**src/hw/rtl/dmwbc_pkg.sv**
```systemverilog
package dmwbc_pkg;

   localparam logic [1:0] OP_READ  = 2'd0;
   localparam logic [1:0] OP_WRITE = 2'd1;
   localparam logic [1:0] OP_CLEAR = 2'd2;
   localparam logic [1:0] OP_NOP   = 2'd3;

   localparam logic [1:0] CSR_MEM_READ_COST   = 2'd0;
   localparam logic [1:0] CSR_MEM_WRITE_COST  = 2'd1;
   localparam logic [1:0] CSR_CACHE_READ_COST = 2'd2;
   localparam logic [1:0] CSR_CACHE_WRITE_COST = 2'd3;

   typedef struct packed {
      logic latch_req;
      logic add_mem_read;
      logic add_mem_write;
      logic add_cache;
      logic set_hit;
      logic set_wb;
      logic wb_step;
      logic fill_step;
      logic fill_done;
      logic access;
      logic respond;
      logic sweep_step;
      logic cnt_clear;
   } ctrl_type;

   typedef struct packed {
      logic line_hit;
      logic line_dirty;
      logic cnt_last;
      logic sweep_last;
      logic is_rw;
   } status_type;

endpackage

```
**src/hw/rtl/dmwbc_ctrl.sv**
```systemverilog
module dmwbc_ctrl (
   input  logic                  clock,
   input  logic                  reset,
   input  logic                  start,
   output logic                  busy,
   input  dmwbc_pkg::status_type status,
   output dmwbc_pkg::ctrl_type   ctrl
);

   localparam logic [2:0] ST_SWEEP = 3'd0;
   localparam logic [2:0] ST_IDLE  = 3'd1;
   localparam logic [2:0] ST_LOOK  = 3'd2;
   localparam logic [2:0] ST_WB    = 3'd3;
   localparam logic [2:0] ST_FILL  = 3'd4;
   localparam logic [2:0] ST_ACC   = 3'd5;
   localparam logic [2:0] ST_RSP   = 3'd6;

   logic [2:0] state_ff, state_in;

   always_ff @(posedge clock) begin
      if (reset) state_ff <= ST_SWEEP;
      else state_ff <= state_in;
   end

   assign busy = (state_ff != ST_IDLE);

   always_comb begin
      state_in = state_ff;
      ctrl = '0;
      unique case (state_ff)
         ST_SWEEP: begin
            ctrl.sweep_step = 1'b1;
            if (status.sweep_last) state_in = ST_IDLE;
         end
         ST_IDLE: begin
            if (start) begin
               ctrl.latch_req = 1'b1;
               state_in = ST_LOOK;
            end
         end
         ST_LOOK: begin
            ctrl.cnt_clear = 1'b1;
            if (!status.is_rw) begin
               state_in = ST_RSP;
            end else if (status.line_hit) begin
               ctrl.set_hit = 1'b1;
               state_in = ST_ACC;
            end else begin
               ctrl.add_mem_read = 1'b1;
               if (status.line_dirty) begin
                  ctrl.set_wb = 1'b1;
                  state_in = ST_WB;
               end else begin
                  state_in = ST_FILL;
               end
            end
         end
         ST_WB: begin
            ctrl.wb_step = 1'b1;
            if (status.cnt_last) begin
               ctrl.add_mem_write = 1'b1;
               ctrl.cnt_clear = 1'b1;
               state_in = ST_FILL;
            end
         end
         ST_FILL: begin
            ctrl.fill_step = 1'b1;
            if (status.cnt_last) begin
               ctrl.fill_done = 1'b1;
               state_in = ST_ACC;
            end
         end
         ST_ACC: begin
            ctrl.access = 1'b1;
            ctrl.add_cache = 1'b1;
            state_in = ST_RSP;
         end
         ST_RSP: begin
            ctrl.respond = 1'b1;
            state_in = ST_IDLE;
         end
         default: state_in = ST_IDLE;
      endcase
   end

endmodule

```
**config.mk**
```make
export PLATFORM = sky130hd
export DESIGN_NAME = dmwbc_ctrl
export DESIGN_NICKNAME = d
export VERILOG_FILES = /design/src/hw/rtl/dmwbc_pkg.sv /design/src/hw/rtl/dmwbc_ctrl.sv
export SDC_FILE = /design/constraint.sdc
export NUM_CORES = 1
export LEC_CHECK = 0
export ABC_AREA = 1
export BUFFER_PORTS_ARGS = -buffer_cell sky130_fd_sc_hd__buf_2
export CAP_MARGIN = 5
export CORE_AREA = 2 2 39 41
export DETAILED_ROUTE_END_ITERATION = 12
export DIE_AREA = 0 0 41 43
export GPL_TIMING_DRIVEN = 1
export PLACE_DENSITY = 0.56
export SLEW_MARGIN = 10
export SYNTH_ARGS = -nofsm -noshare
export SYNTH_HDL_FRONTEND = slang
export SYNTH_SLANG_ARGS = --single-unit
export TNS_END_PERCENT = 10
```
**constraint.sdc**
```tcl
create_clock -name clock -period 1.35 [get_ports clock]
set_input_delay 0.27 -clock clock [delete_from_list [all_inputs] [get_ports clock]]
set_output_delay 0.27 -clock clock [all_outputs]
set_load 0.03 [all_outputs]
```
# Word level (Yosys, flattened, before mapping)
# Index checks and enable logic that the tools add are counted.
# word_totals
register_bits	3
latch_bits	0
ramBits	0
rom_bits	0
inputBits	8
out_inout_bits	14
word_cells	40
memories	0
# classes
addsub	0
mul	0
div	0
magnitude_cmp	0
n_eq_ne	11
shift	0
n_mux	26
bitwise_logic	0
reduce_logical	2
# op_table
op	n
$mux W3	7
$pmux W3 S6	1
$mux W1	14
$eq A3 B3 Y1 const B	3
$ne A2 B2 Y1 const B	4
$eq A3 B2 Y1 const B	2
$mux W2	3
$reduce_and A4 Y1	1
$eq A3 B1 Y1 const B	1
$logic_not A3 Y1	1
$ne A3 B1 Y1 const B	1
$pmux W1 S2	1

# Longest topological paths before layout
# Gate-level depths: netlist (run 1).
# logic_depth
ltp_word	4
ltp_mapped	9
ltp_nobuf	9

# Least setup slack after synthesis (run 1)
# OpenSTA, ideal clock, no wires.
# synth_path
kind	reg2out
from	reg state_ff[1]
to	out ctrl[0] in the netlist's numbering
arrival_time_ns	1.572
required_time_ns	1.080
slack_ns	-0.492
path_stages_with_launch	4
n_path_buf	0
cell_sequence	dfxtp_1 > nand2_1 > nor3_1 > o21a_1
# synth_lines
item	line	source
from (decl)	dmwbc_ctrl.sv:18	logic [2:0] state_ff, state_in;
from (signal assigned)	dmwbc_ctrl.sv:22	else state_ff <= state_in;
to (decl)	dmwbc_ctrl.sv:7	output dmwbc_pkg::ctrl_type ctrl

==> results.json, run 1 <==
{
  "status": "finished, violations left",
  "violations": "negative setup slack",
  "top_register": "state_ff",
  "placed_cell_area_um2": 531,
  "whs_ps": 290,
  "first_pass_iters": 4,
  "grt_pass1_vias": 458,
  "synthCells": 70,
  "clock-skew-final_ps": 1.53,
  "post_route_cells_drive_above_1_share_pct": 51.5,
  "core_area_um2": 1380,
  "grt_antenna_before_repair": 0,
  "synth_seq_cells": 3,
  "critPathSlowestCell": "dfxtp_2",
  "start_util_pct": 26.1,
  "drc": 0,
  "crit_path_end_kind": "output port",
  "worstPathRequired_ps": 1080,
  "period_minus_slack_ps": 1400,
  "rows": 14,
  "worst_pin_slew_ps": 194,
  "dieArea_um2": 1760,
  "power_uw": 1200,
  "max_slew_margin_pct": 87.0,
  "cts_sinks": 3,
  "cts_buffer_depth": 2,
  "ys_warn_count": 0,
  "cts_buffers": 3,
  "cts_hold_buf": 0,
  "drt_wl_total_um": 1040,
  "regToRegEndpoint": "state_ff[0]",
  "fmax_mhz": 712,
  "finalNetCount": 110,
  "critPathMostFrequentCell": "buf_6",
  "clkLatencyLatePin_ps": 230,
  "vias_per_cell": 4.33,
  "setup_ws_ps": -54.4,
  "routabilityCongestion": 0.839,
  "slowest_delay_ps": 330,
  "cts_root_buffer": "clkbuf_4",
  "synth_area_um2": 362,
  "dr.first_iter.drc_count": 3,
  "crit_path_end": "ctrl[0]",
  "r2r.worst_path.cells": 8,
  "syn2layout_area_growth_pct": 84.1,
  "largest_reg_flops": 3,
  "die_height_um": 43,
  "synth.distinct_cells": 14,
  "crit_path_start_kind": "register",
  "arrival_ps": 1130,
  "wl_per_cell_um": 9.03,
  "rsz0062_at_grt": "yes",
  "power_density_nw_per_um2": 1800,
  "final_common_cell": "nand2_1",
  "detail-route-antenna-nets": 0,
  "grt_pass1_wl_um": 1600,
  "hp-class": "in -> reg",
  "synth_nets": 80,
  "diodes": 0,
  "setup_viol": 9,
  "r2r_slack_ps": 90,
  "grt_overflow": 0,
  "reg_top3": "state_ff (3)",
  "final_area_um2": 666,
  "drv_cap": 0,
  "place_ws_ps": 15.8,
  "period_share_pct": 104,
  "grtUsageTotal_pct": 13.3,
  "drv_slew": 0,
  "final_cell_mix": "19 x nand2_1, 12 x buf_4, 9 x nor2_1",
  "leakagePower_uw": 0.000363,
  "hpwl_um": 810,
  "grt_max_degree": 8,
  "crit_fanout": 6,
  "cts.clk_slew.worst_paths_ps": 40,
  "cp_cell_sequence": "buf_6, nor3_4, o21a_1, buf_6",
  "worstSetupPathType": "reg -> out",
  "synth_area_per_cell_um2": 5.17,
  "h-tree-depth": 1,
  "hp-start": "reset",
  "ir_drop_mv": 0.848,
  "ys_seq_area_share_pct": 16.6,
  "cts_tree": "done",
  "die_w_um": 41,
  "hold_viol": 0,
  "r2r-start": "state_ff[1]",
  "cp-startpoint": "state_ff[2]",
  "finish.utilization_pct": 48.1,
  "io_pins": 22,
  "vias": 498,
  "io_buffers": 21
}
[layout make-up]
| type | instances | area [µm²] |
|---|---|---|
| clock buffers | 4 | 26.3 |
| repair buffers | 26 | 198 |
| flip-flops and latches | 3 | 68.8 |
| multi-input cells | 54 | 305 |
| inverters | 12 | 47.5 |
| fillers | 156 | 718 |
| well taps | 16 | 20.0 |
[report_power, final]
group          leakage [µW]  switching, µW  total [µW]  internal, µW
clock network     0.0000150           44.3         155           111
logic              0.000321            509         841           332
registers         0.0000264           65.9         201           135
total              0.000363            619        1200           578
[worst min-delay path by stage]
stage                              to  slack (ps)  depth (start not counted)
after floorplan           state_ff[0]         440                          3
after detailed placement  state_ff[1]         540                          4
after global placement    state_ff[0]         540                          4
final                     state_ff[1]         290                          4
after global routing      state_ff[1]         300                          4
after CTS                 state_ff[1]         280                          4
[cells in the mapped netlist]
cell type / instances / share of area (%)
buf_4: 1 / 2.1
dfxtp_1: 3 / 17
ha_1: 2 / 6.9
inv_1: 11 / 11
inv_2: 1 / 1.0
nand2_1: 21 / 22
nand2_2: 1 / 1.7
nand3_1: 5 / 6.9
nand3b_1: 1 / 2.1
nor2_1: 15 / 16
nor2_2: 2 / 3.5
nor3_1: 3 / 4.2
o21a_1: 1 / 2.1
o21ai_0: 3 / 4.2
[through the flow]
step | TNS (ps) | cells
after detailed placement | 0 | 110
after global routing | -982 | 115
after floorplan | -678 | 70
after global placement | 0 | 110
after CTS | -364 | 115
final | -255 | 115
[critical path: cells and delay by family, from the launching register on]
kind	cells	cell delay [ps]
buffers and inverters	2	260
AOI/OAI and AO/OA	1	140
DFF	1	330
and+or+nand+nor	1	180
[timing repair]
item                       in CTS  in global routing
buffers inserted                1                  0
pin swaps                       1                  4
setup endpoints to repair      13                 15
resized for setup              29                 10
[logic make-up (layout without fill, tap and decap cells)]
| logic type | Yosys count | in the layout | synth area share, % |
|---|---|---|---|
| AND/OR/NAND/NOR | 48 | 48 | 55.7 |
| buffers and inverters | 13 | 42 | 14.5 |
| AO/OA/AOI/OAI | 4 | 4 | 6.23 |
| flip-flops | 3 | 3 | 16.6 |
| adder cells (fa/ha/maj) | 2 | 2 | 6.92 |
[layer usage]
metal / GRT usage [%] / up-vias / wire [µm]
li1: - / 269 / -
met1: 14.1 / 216 / 417
met2: 22.2 / 13 / 577
met3: 1.57 / 0 / 44
met4: 10.0 / 0 / 0
met5: 0 / - / 0
No activity file was read; power rests on OpenSTA's default activity.
==> inputs of run 2 (changes only) <==
--- a/constraint.sdc
+++ b/constraint.sdc
@@ -3,2 +3,2 @@
 set_output_delay 0.27 -clock clock [all_outputs]
-set_load 0.03 [all_outputs]
+set_load 0.05 [all_outputs]
==> run 2 against run 1 <==
- the run still ends with negative setup slack left
- flip-flop and latch count is the same
- count of clock-buffer cells in the layout did not move
- non-clock buffer count increased by 3
- clock power hardly changed
- clock skew up 3.4 ps
- utilization is 4.6 points higher
- die area stayed put
- critical path depth stayed put
- register-to-register slack got worse by 40 ps
- critical path type unchanged
==> results.json, run 2 (synthesis results as in run 1) <==
{
  "drv_cap": 0,
  "drv_slew": 0,
  "hpwl_um": 907,
  "slowest_delay_ps": 310,
  "hp-start": "reset",
  "grt-busiest-layer": "met2",
  "final_common_cell": "nand2_1",
  "reg_top3": "state_ff (3)",
  "cts.clk_slew.worst_paths_ps": 40,
  "grt_pass1_wl_um": 1750,
  "grt_max_degree": 8,
  "dr.first_iter.drc_count": 8,
  "holdPathEnd": "state_ff[0]",
  "worstSetupPathType": "reg -> out",
  "rows": 14,
  "max_slew_margin_pct": 83.6,
  "core_area_um2": 1380,
  "die_height_um": 43,
  "regArea_um2": 67.6,
  "power_density_nw_per_um2": 1920,
  "grt_overflow": 0,
  "grt_use_met1_pct": 15.7,
  "period_minus_slack_ps": 1460,
  "dieArea_um2": 1760,
  "cts_hold_buf": 0,
  "met2_usage_pct": 25.6,
  "largest_reg_flops": 3,
  "multiInputGateArea_um2": 317,
  "critPathSlowestCell": "dfxtp_1",
  "critical-path-top-delay-family": "buffers and inverters",
  "crit_path_start_kind": "register",
  "ir_drop_mv": 0.856,
  "wl_per_cell_um": 9.57,
  "hp-class": "in -> reg",
  "clock-skew-final_ps": 4.97,
  "r2r.worst_path.cells": 8,
  "vias_per_cell": 4.25,
  "tns_ps": -710,
  "detail-route-antenna-nets": 0,
  "cts_buffer_depth": 2,
  "status": "finished, violations left",
  "syn2layout_area_growth_pct": 102,
  "num-fill-cells": 141,
  "start_util_pct": 26.1,
  "diodes": 0,
  "rsz0062_at_grt": "yes",
  "arrival_ps": 1190,
  "hold_viol": 0,
  "crit_fanout": 6,
  "routabilityCongestion": 0.831,
  "cp_cell_sequence": "buf_4, nor3_4, o21a_2, buf_8",
  "worstPathRequired_ps": 1080,
  "grt_pass1_vias": 450,
  "worst-path-buf-inv": 2,
  "power_uw": 1400,
  "period_share_pct": 108,
  "regToRegEndpoint": "state_ff[0]",
  "r2r_slack_ps": 50,
  "fmax_mhz": 686,
  "cts_buffers": 3,
  "h-tree-depth": 1,
  "die_w_um": 41,
  "drt_wl_total_um": 1130,
  "leakagePower_uw": 0.000386,
  "grt_antenna_before_repair": 0,
  "top_register": "state_ff",
  "crit_path_end_kind": "output port",
  "drc": 0,
  "finalNetCount": 113,
  "cts_root_buffer": "clkbuf_4",
  "grtUsageTotal_pct": 14.9,
  "final_cell_mix": "21 x nand2_1, 13 x buf_6, 8 x inv_1, 8 x nor2_1, 8 x buf_2",
  "clkLatencyLatePin_ps": 230,
  "cts_tree": "done",
  "vias": 502,
  "finish.utilization_pct": 52.7,
  "setup_ws_ps": -108,
  "io_buffers": 21,
  "setup_viol": 12,
  "hold_depth": 4,
  "post_route_cells_drive_above_1_share_pct": 52.9,
  "first_pass_iters": 4,
  "io_pins": 22,
  "violations": "negative setup slack",
  "worst_pin_slew_ps": 248,
  "place_ws_ps": -18.4,
  "cts_sinks": 3,
  "r2r-start": "state_ff[1]",
  "use_met3_pct": 1.57
}
## run 2: changes by cell type in the layout (fill, tap and decap cells not counted), sizes merged
cell,delta
buf,+3
## run 2: power breakdown
| group | total (µW) | internal, µW | switching [µW] | leakage [µW] |
|---|---|---|---|---|
| logic | 1070 | 397 | 674 | 0.000345 |
| registers | 175 | 133 | 41.7 | 0.0000261 |
| clock network | 157 | 111 | 46.6 | 0.0000150 |
| total | 1400 | 641 | 763 | 0.000386 |
## run 2: how the worst max path moves through the flow
stage                            from       to  slack, ps  cells after the start
after floorplan           state_ff[0]  ctrl[9]       -340                      5
final                     state_ff[2]  ctrl[0]       -110                      4
after global placement    state_ff[1]  ctrl[0]         20                      4
after detailed placement  state_ff[1]  ctrl[0]        -20                      4
after CTS                 state_ff[2]  ctrl[0]       -120                      4
after global routing      state_ff[2]  ctrl[0]       -170                      4
## run 2: per-layer routing
layer / vias up / wire length [µm]
met4: 0 / 0
met3: 0 / 41
met2: 13 / 634
li1: 276 / -
met5: - / 0
met1: 213 / 454
## run 2: cell type report
cell class                      count  share of cell area [%]
Multi-Input combinational cell     54                    43.4
Timing Repair Buffer               29                    34.8
Sequential cell                     3                    9.26
Inverter                           12                    6.17
Clock buffer                        4                    3.60
Tap cell                           16                    2.74
## run 2: timing repair
action | in CTS | in global routing
endpoints found under the setup margin | 15 | 15
setup buffers | 0 | 1
gates resized for setup | 28 | 13
pin swaps | 0 | 1
cloned | 0 | 0
## run 2: through the flow
stage          hold WS [ps]  instance area (µm²)  instances
2_1_floorplan           437                  404         70
5_1_grt                 299                  729        118
3_3_place_gp            536                  574        113
3_5_place_dp            539                  574        113
4_1_cts                 282                  683        117
6_report                295                  729        118
## run 2: worst register-to-register path: cells and delay by family, from the launching register on
| kind | cells | cell delay, ps |
|---|---|---|
| AND/OR/NAND/NOR | 6 | 400 |
| adder cells (fa/ha/maj) | 1 | 310 |
| flip-flops | 1 | 380 |
| buffers and inverters | 1 | 120 |
